`src/hw/rtl/multi_pattern_occurrence_counter_top_defines.svh`:
```
// Assertion macros used by the multi-pattern occurrence counter top level.
`ifndef MULTI_PATTERN_OCCURRENCE_COUNTER_TOP_DEFINES_SVH
`define MULTI_PATTERN_OCCURRENCE_COUNTER_TOP_DEFINES_SVH

// Same-cycle implication, checked outside reset.
`define MPOC_ASSERT_IMPLY(label, clk, rst_n, ante, cons, msg) \
  label: assert property (@(posedge clk) disable iff (!rst_n) (ante) |-> (cons)) \
    else $error(msg);

// Next-cycle implication, checked outside reset.
`define MPOC_ASSERT_NEXT(label, clk, rst_n, ante, cons, msg) \
  label: assert property (@(posedge clk) disable iff (!rst_n) (ante) |=> (cons)) \
    else $error(msg);

`endif

```
`src/hw/rtl/mpoc_ram.sv`:
```
// Generic simple dual-port RAM with one write port and a registered read port.
module mpoc_ram #(
  parameter int WIDTH = 8,
  parameter int DEPTH = 16,
  localparam int AW = (DEPTH > 1) ? $clog2(DEPTH) : 1
) (
  input  logic             clk_i,
  input  logic             we_i,
  input  logic [AW-1:0]    waddr_i,
  input  logic [WIDTH-1:0] wdata_i,
  input  logic [AW-1:0]    raddr_i,
  output logic [WIDTH-1:0] rdata_o
);

  logic [WIDTH-1:0] mem [DEPTH];
  logic [WIDTH-1:0] rdata_q;

  always_ff @(posedge clk_i) begin
    if (we_i) begin
      mem[waddr_i] <= wdata_i;
    end
    rdata_q <= mem[raddr_i];
  end

  assign rdata_o = rdata_q;

endmodule

```
`config.mk`:
```
export PLATFORM = sky130hd
export DESIGN_NAME = mpoc_ram
export DESIGN_NICKNAME = d
export VERILOG_FILES = /design/src/hw/rtl/multi_pattern_occurrence_counter_top_defines.svh /design/src/hw/rtl/mpoc_ram.sv
export SDC_FILE = /design/constraint.sdc
export NUM_CORES = 1
export LEC_CHECK = 0
export ABC_CLOCK_PERIOD_IN_PS = 2170
export BUFFER_PORTS_ARGS = -buffer_cell sky130_fd_sc_hd__buf_2
export CORE_ASPECT_RATIO = 1.1
export CORE_UTILIZATION = 50
export CTS_CLUSTER_DIAMETER = 200
export CTS_CLUSTER_SIZE = 8
export DETAILED_ROUTE_END_ITERATION = 8
export GPL_ROUTABILITY_DRIVEN = 0
export GPL_TIMING_DRIVEN = 1
export MAX_ROUTING_LAYER = met4
export PLACE_DENSITY_LB_ADDON = 0.15
export SLEW_MARGIN = 0
export SYNTH_ARGS = -nofsm -noshare
export SYNTH_HDL_FRONTEND = slang
export SYNTH_SLANG_ARGS = --single-unit
```
`constraint.sdc`:
```
create_clock -name clk_i -period 2.17 [get_ports clk_i]
set_input_delay 0.3255 -clock clk_i [delete_from_list [all_inputs] [get_ports clk_i]]
set_output_delay 0.3255 -clock clk_i [all_outputs]
set_load 0.02 [all_outputs]
```
* Word-level counts from Yosys, hierarchy flattened *
Memories as Yosys holds them, arrays and structs flattened. A register that Yosys moved wholly into a read port is not among the register bits.
Index checks and enable logic that the tools add are counted.

storage, ports and cells
  bits in registers = 0
  RAM bits = 128
  input port bits = 18
  output and inout port bits = 8
  word-level logic and storage cells = 3
  memories = 1

memories
  name  words  width  read ports  clocked after Yosys merged registers in  write ports  RTL line        source
  mem   16     8      1           1                                        1            mpoc_ram.sv:15  logic [WIDTH-1:0] mem [DEPTH];

operators by class
  muxes and demuxes = 2

operators with widths
  kind               count
  two-way mux 1 bit  2

* Logic depth before layout (Yosys ltp) *
Gate-level depths: netlist (run 1).

  word-level depth = 2
  depth in mapped cells = 5
  mapped depth without buffers = 3

* Worst setup path after synthesis (run 1) *
No wires, ideal clock.

  kind = input to register
  start point = input waddr_i[2]
  end point = memory mem[0][0] (enable)
  library setup time = 383 ps
  arrival = 1435 ps
  required time = 1787 ps
  setup slack = 352 ps
  cell stages on the path = 2
  buffers on the path = 0
  cells stage by stage = or3b_2 > nor3_1

RTL lines
  item                RTL line        source
  start: declaration  mpoc_ram.sv:9   input logic [AW-1:0] waddr_i,
  end: declaration    mpoc_ram.sv:15

No word-level cell before the write port.

==> metrics list, run 1 <==
- The run finished with clean final reports.
- Number of buffers added for setup after CTS: 0
* Net load switching power: 1.14 mW
- Number of diodes: 0
- The worst setup path is captured at a register.
- Area of the core region: 9940 µm²
- Total nets after synthesis: 247
* Tightest Hold Check Type: in2reg
- Critical R2R Launch: mem[1][3]
* Routed via count: 2402
- WS Path Type: in2reg
- Total negative slack for setup checks: 0 ns
- Vias in the first global route: 2512
- Internal power summed over all cells: 4.98 mW
- In this run the number of H-tree levels came out at 4.
- Fmax: 0.713 GHz
- Reg-to-Reg End: rdata_o[3]
- Part of the total power dissipated in the clock network: 47.0%
- For this run, the total global-route usage over all layers was measured as 20.1%.
* Clock tree from TritonCTS: done
- For this design the ratio of total power to cell area is 997 nW/µm².
- Antenna violations before repair: 0
- The critical path ends at rdata_o[2].
- Net Sw Frac: 18.7%
- Die ar.: 10700 µm²
- Clock Skew: 0.00715 ns
- The tool flagged a number of max-cap violations equal to 0.
* GRT overflow: 0
* Final #Nets: 304
* Length of the first detailed-routing pass in iterations: 4
* Cell area after synthesis: 5150 µm²
- Fraction of layout instances using a drive strength above 1: 31.8%
* Final worst path period need: 1.40 ns
- Number of buffers inserted by port buffering: 25
- Seq pwr share: 48.3%
* Global-route wire length before repair: 14300 µm
* Remaining number of nets flagged by the antenna check after routing: 0
- The library cell used most frequently in the layout, excluding fill and tap cells, is sky130_fd_sc_hd__edfxtp_1.
- The highest layer touched by signal routing is met4.
- Amount of wire on met2 after detailed routing: 4620 µm
- Per report_power, the combinational group accounts for 4.7% of the total.
- Post-cts hold buffer count: 0
- Measured along the y axis, the die boundary spans 108 µm.
* Transition at the pin with the smallest max-transition slack: 0.550 ns
* CTS sink cnt: 136
- Via density: 5.73
- Number of setup violations in the final report: 0
- For this run, design rule violations remaining after detail routing come to 0.
- Detailed placement ended at an HPWL of 6250 µm.
- First element of the critical path: raddr_i[0]
* Clock-pin slew of the registers on the worst-case setup and hold paths: 0.06 ns
- Worst slew margin: 63.2%
* Sum of internal, switching and leakage power: 6.12 mW
- Summing all non-filler instances in the final layout gives an area of 6140 µm².
* Sequential cell area fraction in the yosys report: 77.8%
- The initial utilization of the core area, before any placement, comes to 51.8%.
* Leakage: 2.12 nW
- The multi-input combinational cells in the finished layout cover a total of 1060 µm².
* Met1 WL: 3920 µm
- Prior to clock tree synthesis, the placed netlist has a worst setup slack of 0.210 ns.
- The Yosys step of the flow raised 0 warnings.
- Maximum resistive drop on vdd: 539 µV
* Layout overhead on the synthesized area: 19.3%
- Summed over all nets, wire length on met3 after detailed routing comes to 469 µm.
* Worst-skew pair later-pin latency: 0.51 ns
* Sequential cell area: 4000 µm²
- Along the worst path, the maximum fanout reaches 15.
- In this run the cell area measured after placement is 5530 µm².
- Final WS setup: 0.767 ns
- Of the available clock period, the critical path in the final layout requires 64.6%.
- Arrival @ worst endpoint: 1.79 ns
- STA classifies the critical path startpoint as a primary input.
- Setup repair after global routing left no endpoint under its margin.
- Maximum count of clock buffers along a single path: 2
- Hold slack final: 0.197 ns
* Final count of hold timing violations: 0
- Synth Instances: 229
* Netlist cell types: 19
* Row count: 38
* Chip Width: 98.7 µm
- The number of pins with negative max-slew slack in the final report was 0.
- Mean post-synth cell area: 22.5 µm²
- The library cells used most frequently in the layout, excluding fill and tap cells, are sky130_fd_sc_hd__edfxtp_1 (128), sky130_fd_sc_hd__buf_2 (25), sky130_fd_sc_hd__buf_4 (21).
- Setup slack on the worst reg-to-reg path comes out at 0.79 ns.
- The filler cells instantiated in the layout total 676.
- Required time at the worst-slack endpoint: 2.56 ns
* Final Routed Wirelength: 9150 µm
- CTS buffer count: 17
- Measured in cells, the most critical reg-to-reg path has a length of 3.
* I/O Pins: 26
- Counting flops and latches in the post-synthesis netlist gives 136.
- Post-CTS repair changed the size of 0 cells.
- In the final routed layout, each cell accounts on average for 21.8 µm.
* Root buffer cell: sky130_fd_sc_hd__clkbuf_8
- Pin count of the biggest net entering global routing: 24
* DRT iter0 DRCs: 162
[state kept, by name, indices dropped and copies added, names as in the netlist]
| signal | count |
|---|---|
| mem | 128 |
| rdata_o | 8 |
[worst min-delay path by stage]
stage | from | slack [ns] | endpoint | depth (start not counted)
after floorplan | wdata_i[0] | 0.42 | mem[0][0] | 0
after global placement | mem[15][5] | 0.65 | rdata_o[5] | 3
after detailed placement | mem[12][5] | 0.66 | rdata_o[5] | 3
after CTS | wdata_i[7] | 0.18 | mem[7][7] | 1
after global routing | wdata_i[4] | 0.19 | mem[5][4] | 1
final | wdata_i[7] | 0.20 | mem[5][7] | 1
[stage by stage]
| step | cells | utilization, % |
|---|---|---|
| after floorplan | 229 | - |
| after global placement | 387 | 55.7 |
| after detailed placement | 387 | 55.7 |
| after CTS | 419 | 61.8 |
| after global routing | 419 | 61.8 |
| final | 419 | 61.8 |
[final cells by class]
cell class                      instances  area share (%)
Sequential cell                       136            65.2
Multi-Input combinational cell         83            17.2
Clock buffer                           23            7.44
Timing Repair Buffer                   48            5.26
Tap cell                              120            2.45
Clock inverter                          9            2.41
[power groups by stage]
stage	logic, mW	clock network [mW]	registers, mW
after floorplan	0.149	0	3.03
after global placement	0.288	0	3.01
after detailed placement	0.294	0	3.01
after CTS	0.294	2.92	2.96
after global routing	0.316	3.02	2.96
final	0.289	2.88	2.96
[kinds of logic (layout without fill, tap and decap cells)]
kind of cell    count (synthesis)  after routing  synth area share [%]
flops                         136            136                  77.8
simple gates                   35             35                  3.18
mux                            32             32                  15.0
compound gates                 16             16                  2.33
buf+inv                        10             80                  1.68
[synthesized netlist by cell type]
library cell / n / area (µm²)
sky130_fd_sc_hd__a22oi_1: 16 / 120
sky130_fd_sc_hd__and2_1: 1 / 6.26
sky130_fd_sc_hd__and2b_1: 1 / 7.51
sky130_fd_sc_hd__buf_2: 3 / 15.0
sky130_fd_sc_hd__buf_4: 1 / 7.51
sky130_fd_sc_hd__buf_6: 3 / 33.8
sky130_fd_sc_hd__clkdlybuf4s25_2: 3 / 30.0
sky130_fd_sc_hd__dfxtp_1: 8 / 160
sky130_fd_sc_hd__edfxtp_1: 128 / 3840
sky130_fd_sc_hd__mux4_1: 14 / 368
sky130_fd_sc_hd__mux4_2: 18 / 405
sky130_fd_sc_hd__nand2_1: 9 / 33.8
sky130_fd_sc_hd__nand2b_1: 2 / 12.5
sky130_fd_sc_hd__nand3_1: 1 / 5.00
sky130_fd_sc_hd__nand3b_1: 2 / 15.0
sky130_fd_sc_hd__nor2_1: 13 / 48.8
sky130_fd_sc_hd__nor2b_1: 1 / 6.26
sky130_fd_sc_hd__nor3_1: 4 / 20.0
sky130_fd_sc_hd__or3b_2: 1 / 8.76
[per-layer routing]
| layer | GRT usage (%) | up-vias |
|---|---|---|
| li1 | - | 1090 |
| met1 | 25.8 | 1228 |
| met2 | 30.9 | 72 |
| met3 | 4.78 | 12 |
| met4 | 8.85 | 0 |
| met5 | - | - |
[critical path, cell delays in order]
cell,delay (ns)
sky130_fd_sc_hd__buf_2,0.30
sky130_fd_sc_hd__buf_12,0.22
sky130_fd_sc_hd__mux4_1,0.57
sky130_fd_sc_hd__a22oi_1,0.29
sky130_fd_sc_hd__nand2_1,0.09
Power figures use the tool's default switching activity.
==> run 2, diff against run 1 <==
--- a/config.mk
+++ b/config.mk
@@ -5,7 +5,7 @@
 export SDC_FILE = /design/constraint.sdc
 export NUM_CORES = 1
 export LEC_CHECK = 0
-export ABC_CLOCK_PERIOD_IN_PS = 2170
+export ABC_CLOCK_PERIOD_IN_PS = 1300
 export BUFFER_PORTS_ARGS = -buffer_cell sky130_fd_sc_hd__buf_2
 export CORE_ASPECT_RATIO = 1.1
 export CORE_UTILIZATION = 50
==> constraint.sdc (replaced) <==
create_clock -name clk_i -period 1.3 [get_ports clk_i]
set_input_delay 0.195 -clock clk_i [delete_from_list [all_inputs] [get_ports clk_i]]
set_output_delay 0.195 -clock clk_i [all_outputs]
set_load 0.02 [all_outputs]
==> run 2 against run 1 <==
  * Routed wire length is 4.6% higher
  * Clock power is 50% higher
  * Final cell count is 0.95% higher
  * Count of clock-buffer cells in the layout is 6 lower
  * Worst setup slack worse by 0.74 ns
  * Non-clock buffer count is 4 higher
  * Critical path type is now reg2reg
  * Largest power group unchanged
  * Highest routed layer unchanged
==> metrics list, run 2 (synthesis results as in run 1) <==
- The run finished with clean final reports.
- In this run the static leakage power is 2.12 nW.
- Static timing analysis puts the maximum clock frequency at 0.784 GHz.
* Number of max-slew violations in the final report: 0
* Number of setup violations in the final report: 0
- Clock-pin slew was measured on the worst setup and hold paths at 0.06 ns.
* Final worst path period need: 1.27 ns
- The register with the most flip-flops in the layout has 128 of them.
* Final count of hold timing violations: 0
* I/O Pins: 26
- The HPWL after detailed placement is 6050 µm.
* WS Path Type: reg2reg
- The floorplan has 38 rows.
- Buffers added to address setup during post-CTS repair amount to 0.
- CTS sink cnt: 136
- No sink is reached through more buffers than the 2 on the longest clock path.
* Worst-skew pair later-pin latency: 0.51 ns
- Once detail routing completed, the nets flagged for antenna violations numbered 0.
* Leading cell type in the layout, fill and taps excluded: sky130_fd_sc_hd__edfxtp_1
- The repair_antennas step left the layout with diodes totalling 0.
- From synthesis to final layout, the design area changed by 21.2%.
- In this run, post-CTS hold repair placed 0 buffers.
* Hold slack final: 0.0661 ns
- Arrival @ worst endpoint: 1.66 ns
* DRT iter0 DRCs: 171
- Cells with a size suffix above 1 make up 39.6% of the layout.
- Critical path buffers and inverters: 0
- Headroom to the max-slew limit came out at 36.9%.
- Most frequent cells in the layout: sky130_fd_sc_hd__edfxtp_1 (128), sky130_fd_sc_hd__buf_2 (25), sky130_fd_sc_hd__mux4_2 (22)
- Max cap viols: 0
- The finished layout holds 423 standard cells, fillers aside.
* CTS buffer count: 17
* RSZ-0062 raised after global routing: yes
- Global-route usage over all layers: 20.9%
* Category of the worst setup path capture point: register
- Pin count of the biggest net entering global routing: 17
* Sum of internal, switching and leakage power: 9.77 mW
* GRT overflow: 0
* Final Routed Wirelength: 9570 µm
- Die ar.: 10700 µm²
- The number of antenna violations at the first check in global routing came to 0.
* DRC violation count after routing: 0
- After routing, the total negative slack on setup checks comes to 0 ns.
- Die boundary height: 108 µm
* Clock tree from TritonCTS: done
* Reg-to-reg slack, setup: 0.03 ns
* Kind of cell with the highest combined delay on the critical path: multiplexers
- For this design, the slowest cell found on the critical path is sky130_fd_sc_hd__mux4_2.
- Clock tree synthesis selected as its root buffer the cell sky130_fd_sc_hd__clkbuf_8.
- In this run the tool buffered the top-level ports with 25 buffer cells.
- Reg with most FFs: mem
- At the pin with the least slew margin, the transition time is 0.945 ns.
- Maximum resistive drop on vdd: 880 µV
* Crit Path Max Fanout: 1
- In this run the worst hold path is classified as in2reg.
* Power per unit of standard cell area: 1570 nW/µm²
- After layout, the worst path uses 98.1% of the clock period.
- Detailed routing inserted a total of 2401 vias.
- Clock Skew: 0.00941 ns
- The initial utilization of the core area, before any placement, comes to 51.8%.
- Largest stage delay on the critical path: 0.48 ns
- Final WS setup: 0.0251 ns
- Traced cell by cell, the critical path runs through mux4_2 -> a22oi_2 -> nand2_1.
- Average routed wire per standard cell: 22.6 µm
- Placed cell count: 391
- CTS built an H-tree with a depth of 4.
- Via density: 5.68
* Length of the first detailed-routing pass in iterations: 4
- Global-route wire length before repair: 14800 µm
- STA classifies the critical path startpoint as a register.
- Setup Slack @ Placement: -0.349 ns
- In the final design database the tool counted 308 nets.
- Vias in the first global route: 2587
* Chip Width: 98.7 µm
- After floorplanning, the core was sized to cover 9940 µm².
* Required time at the worst-slack endpoint: 1.69 ns
-- run 2: changes by cell type in the layout (fill, tap and decap cells not counted), moves of 4 or more --
cell | previous run | this run
sky130_fd_sc_hd__nor3_1 | 4 | 0
sky130_fd_sc_hd__a22oi_2 | 0 | 7
sky130_fd_sc_hd__mux4_2 | 18 | 22
sky130_fd_sc_hd__buf_12 | 2 | 8
sky130_fd_sc_hd__clkbuf_1 | 4 | 0
sky130_fd_sc_hd__a22oi_1 | 16 | 9
sky130_fd_sc_hd__mux4_1 | 14 | 10
-- run 2: power by group --
| part | switching (mW) | internal (mW) |
|---|---|---|
| sequential | 0.0282 | 4.90 |
| combinational | 0.299 | 0.236 |
| clock | 1.77 | 2.53 |
| total | 2.10 | 7.67 |
-- run 2: worst register-to-register path: cells and delay by family, from the launching register on --
| family | cells | cell delay, ns |
|---|---|---|
| AOI/OAI and AO/OA | 1 | 0.22 |
| muxes | 1 | 0.48 |
| and+or+nand+nor | 1 | 0.09 |
| DFF | 1 | 0.37 |
-- run 2: timing repair --
action	4_1_cts	5_1_grt
endpoints found under the hold margin	0	0
endpoints found under the setup margin	6	8
resized for setup	5	6
pin swaps	1	5
-- run 2: area by class of cell --
cell class              count  area [µm²]
repair buffers             52         428
clock buffers              17         414
well taps                 120         150
clock inverters            15         129
multi-input cells          83        1110
fillers                   668        3700
flip-flops and latches    136        4000
-- run 2: worst paths after layout --
check / startpoint / end / cells after the start
setup / recovery: mem[2][0] / rdata_o[0] / 3
hold / removal: wdata_i[5] / mem[14][5] / 1
setup reg to reg: mem[2][0] / rdata_o[0] / 3
hold reg to reg: mem[8][5] / rdata_o[5] / 3
-- run 2: routing by layer --
layer | share of wire (%) | vias to the layer above | GRT usage [%]
met5 | 0 | - | -
met4 | 0.78 | 0 | 8.32
met3 | 5.3 | 6 | 5.62
met2 | 52 | 72 | 33.0
met1 | 41 | 1228 | 26.0
li1 | - | 1095 | -
-- run 2: stage by stage --
stage,utilization (%),instance area (µm²)
final,62.8,6240
after global routing,62.8,6240
after CTS,62.7,6230
after detailed placement,57.1,5680
after global placement,57.1,5680
after floorplan,-,5190
==> run 3, diff against run 2 <==
--- a/config.mk
+++ b/config.mk
@@ -5,6 +5,7 @@
 export SDC_FILE = /design/constraint.sdc
 export NUM_CORES = 1
 export LEC_CHECK = 0
+export ABC_AREA = 1
 export ABC_CLOCK_PERIOD_IN_PS = 1300
 export BUFFER_PORTS_ARGS = -buffer_cell sky130_fd_sc_hd__buf_2
 export CORE_ASPECT_RATIO = 1.1
==> run 3 against run 2 <==
  * Combinational power is 21% higher
  * Non-clock buffer count is 8 higher
  * Critical path depth is 2 lower
==> metrics list, run 3 <==
- The routed design uses 6130 µm of met2 wire.
- Most instantiated library cell after synthesis: sky130_fd_sc_hd__nand2_1
- The routed design has 12300 µm of wire.
- The register with the most flip-flops in the layout has 128 of them.
- Relative to the synthesized area, the layout overhead comes to 18.3%.
- Outcome: completed
* Sequential cell area fraction in the yosys report: 69.4%
* Number of buffers inserted by port buffering: 25
- CTS saw 136 sinks.
* Seq pwr share: 48.0%
* Most frequent cells in the layout: sky130_fd_sc_hd__nand2_1 (173), sky130_fd_sc_hd__edfxtp_1 (128), sky130_fd_sc_hd__inv_1 (100)
* Reg2reg path depth: 6
* Final #Nets: 624
- Synth warnings: 0
- Synth area leaders: sky130_fd_sc_hd__edfxtp_1 (67%), sky130_fd_sc_hd__nand2_1 (11%), sky130_fd_sc_hd__nand3_1 (8.4%)
* Total nets after synthesis: 569
- For this run, the top clock speed supported by timing is 0.852 GHz.
- After clock tree synthesis, the clock-pin slew on the worst setup and hold paths is 0.06 ns.
* Length of the first detailed-routing pass in iterations: 5
* Top Metal Used: met4
- Synth Area in XOR/XNOR: 0%
* Vias in the first global route: 3691
* Clock Skew: 0.00768 ns
- By area, the combinational part of the netlist is dominated by simple AND/OR/NAND/NOR gates.
- Leakage: 3.01 nW
* Cell area after synthesis: 5770 µm²
- STA classifies the critical path endpoint as an output port.
- DPL Wire Length: 7800 µm
- Met1 WL: 5430 µm
- Worst slew margin: 76.0%
* Clock tree from TritonCTS: done
* Starting density of the core: 52.1%
- Sum of internal, switching and leakage power: 10.3 mW
- Global-route usage over all layers: 23.4%
* Maximum level of the CTS H-tree: 4
* GRT overflow: 0
- Clock latency on the worst-skew pair, taken at its later pin, is 0.42 ns.
* Final worst path period need: 1.17 ns
* WS Path Type: reg2out
- Setup repair after global routing left no endpoint under its margin.
- The clock network accounts for 45.7% of the total power.
* Worst-path cell chain: buf_2
- I/O Pins: 26
- The first global-routing pass estimated 19700 µm of wire.
- Fraction of layout instances using a drive strength above 1: 14.7%
- Fraction of power consumed by combinational cells: 6.3%
- Cell type with the largest total area after synthesis: sky130_fd_sc_hd__edfxtp_1
- In the synthesized netlist the async set-or-reset flop fraction comes to 0%.
- Dividing total power by cell area gives a power density of 1500 nW/µm².
- The worst path uses 90.3% of the clock period.
- Final count of hold timing violations: 0
- Via density: 4.99
- The repair_antennas step left the layout with diodes totalling 0.
* Synth Instances: 551
* Reg-to-Reg End: rdata_o[0]
- Final Non-Filler Cells: 766
* Antenna violations before repair: 0
- Met3 layer wire length in the routed design: 557 µm
- At the pin with the least slew margin, the transition time is 0.360 ns.
- VDD sags by at most 909 µV.
* Leading cell type in the layout, fill and taps excluded: sky130_fd_sc_hd__nand2_1
- The internal portion of the total power is 8.12 mW.
- Setup total negative slack on the finished layout was measured at 0 ns.
* Post-route core utilization: 61.7%
- The synthesized netlist devotes 0% of its cell area to compound gates.
* Placed cell count: 734
* Multiplexer fraction of the synthesized cell area: 0%
- Kind of cell with the highest combined delay on the critical path: flip-flops
- Reg with most FFs: mem
- The die covers 12000 µm².
* Post-cts hold buffer count: 0
- Arrival @ worst endpoint: 0.98 ns
* Required time at the worst-slack endpoint: 1.11 ns
* Maximum count of clock buffers along a single path: 2
- Pin count of the biggest net entering global routing: 65
- End point of the critical path: rdata_o[2]
* Routed via count: 3820
- Adder-Cell Fraction of Synth Area: 0%
- CTS buffer count: 17
- The number of buffers and inverters on the critical path is 1.
- In this run the number of cells on the critical path is 1.
- Number of enable-type register cells in the synthesized netlist: 128
- Tracing the worst setup path back leads to its startpoint at rdata_o[2].
- The initialized floorplan defines 40 standard-cell rows.
* DRT iter0 DRCs: 250
- On the worst path, the slowest cell contributes a delay of 0.37 ns.
- In this run the register-to-register setup slack is 0.31 ns.
- The worst hold path begins at wdata_i[5].
- Synthesis instantiated 12 different standard cells from the library.
- After synthesis the netlist holds a flip-flop and latch count of 136.
- Net load switching power: 2.15 mW
* Average routed wire per standard cell: 16.1 µm
* Net Sw Frac: 20.9%
* Max cap viols: 0
* Root buffer cell: sky130_fd_sc_hd__clkbuf_16
- Synth Flop Type: sky130_fd_sc_hd__edfxtp_1
- The tightest hold path in the finished design has a slack of 0.174 ns.
- Area of the core region: 11100 µm²
- For this run, design rule violations remaining after detail routing come to 0.
- The startpoint identified for the worst register-to-register timing path is mem[6][0].
- A synthesized cell averages 10.5 µm².
- Once the clock tree was built, the setup fixing pass inserted 0 buffers.
- The floorplan step set the die width to 104 µm.
- Remaining number of nets flagged by the antenna check after routing: 0
* Number of max-slew violations in the final report: 0
- Post-synthesis simple-gate area fraction: 21.0%
- The worst setup path is launched from a register.
- Critical-path cell with the highest stage delay: sky130_fd_sc_hd__dfxtp_1
* Die boundary height: 115 µm
* Synth cell count leaders: sky130_fd_sc_hd__nand2_1 (173), sky130_fd_sc_hd__edfxtp_1 (128), sky130_fd_sc_hd__inv_1 (100)
- In this run the worst path has a maximum fanout of 1.
- Number of setup violations in the final report: 0
* Tightest Hold Check Type: in2reg
- Quantity of gates resized following cts: 0
- Portion of synthesized cell area occupied by the leading cell type: 66.7%
run 3: metrics by stage:
| step | instance area (µm²) | worst slack, ns |
|---|---|---|
| after floorplan | 5770 | 0.154 |
| after global placement | 6230 | 0.0842 |
| after detailed placement | 6230 | 0.0478 |
| after CTS | 6820 | 0.120 |
| after global routing | 6820 | 0.113 |
| final | 6820 | 0.126 |
run 3: cell families after synthesis:
| group | count (synthesis) |
|---|---|
| buffers and inverters | 126 |
| DFF | 136 |
| and+or+nand+nor | 289 |
run 3: worst min-delay path by stage:
| stage | endpoint | slack [ns] | depth (start not counted) |
|---|---|---|---|
| 5_1_grt | mem[0][4] | 0.18 | 1 |
| 3_5_place_dp | rdata_o[1] | 0.61 | 1 |
| 6_report | mem[2][5] | 0.17 | 1 |
| 2_1_floorplan | mem[0][0] | 0.29 | 0 |
| 4_1_cts | mem[3][5] | 0.17 | 1 |
| 3_3_place_gp | mem[2][4] | 0.60 | 1 |
run 3: power by group through the flow:
stage | sequential (mW) | clock [mW] | combinational, mW
2_1_floorplan | 5.05 | 0 | 0.346
3_5_place_dp | 5.02 | 0 | 0.647
6_report | 4.93 | 4.69 | 0.645
3_3_place_gp | 5.02 | 0 | 0.634
5_1_grt | 4.94 | 4.96 | 0.717
4_1_cts | 4.93 | 4.74 | 0.652
run 3: per-layer routing:
metal  global-route usage, %  vias to the layer above
li1                        -                     1881
met1                    29.4                     1822
met2                    37.1                       98
met3                    5.35                       19
met4                    8.86                        0
met5                       -                        -
run 3: cell type report:
| cell class | count | area, µm² |
|---|---|---|
| clock buffers | 24 | 492 |
| clock inverters | 8 | 95.1 |
| fillers | 887 | 4240 |
| inverters | 102 | 383 |
| multi-input cells | 289 | 1210 |
| flip-flops and latches | 136 | 4000 |
| well taps | 147 | 184 |
| repair buffers | 60 | 450 |
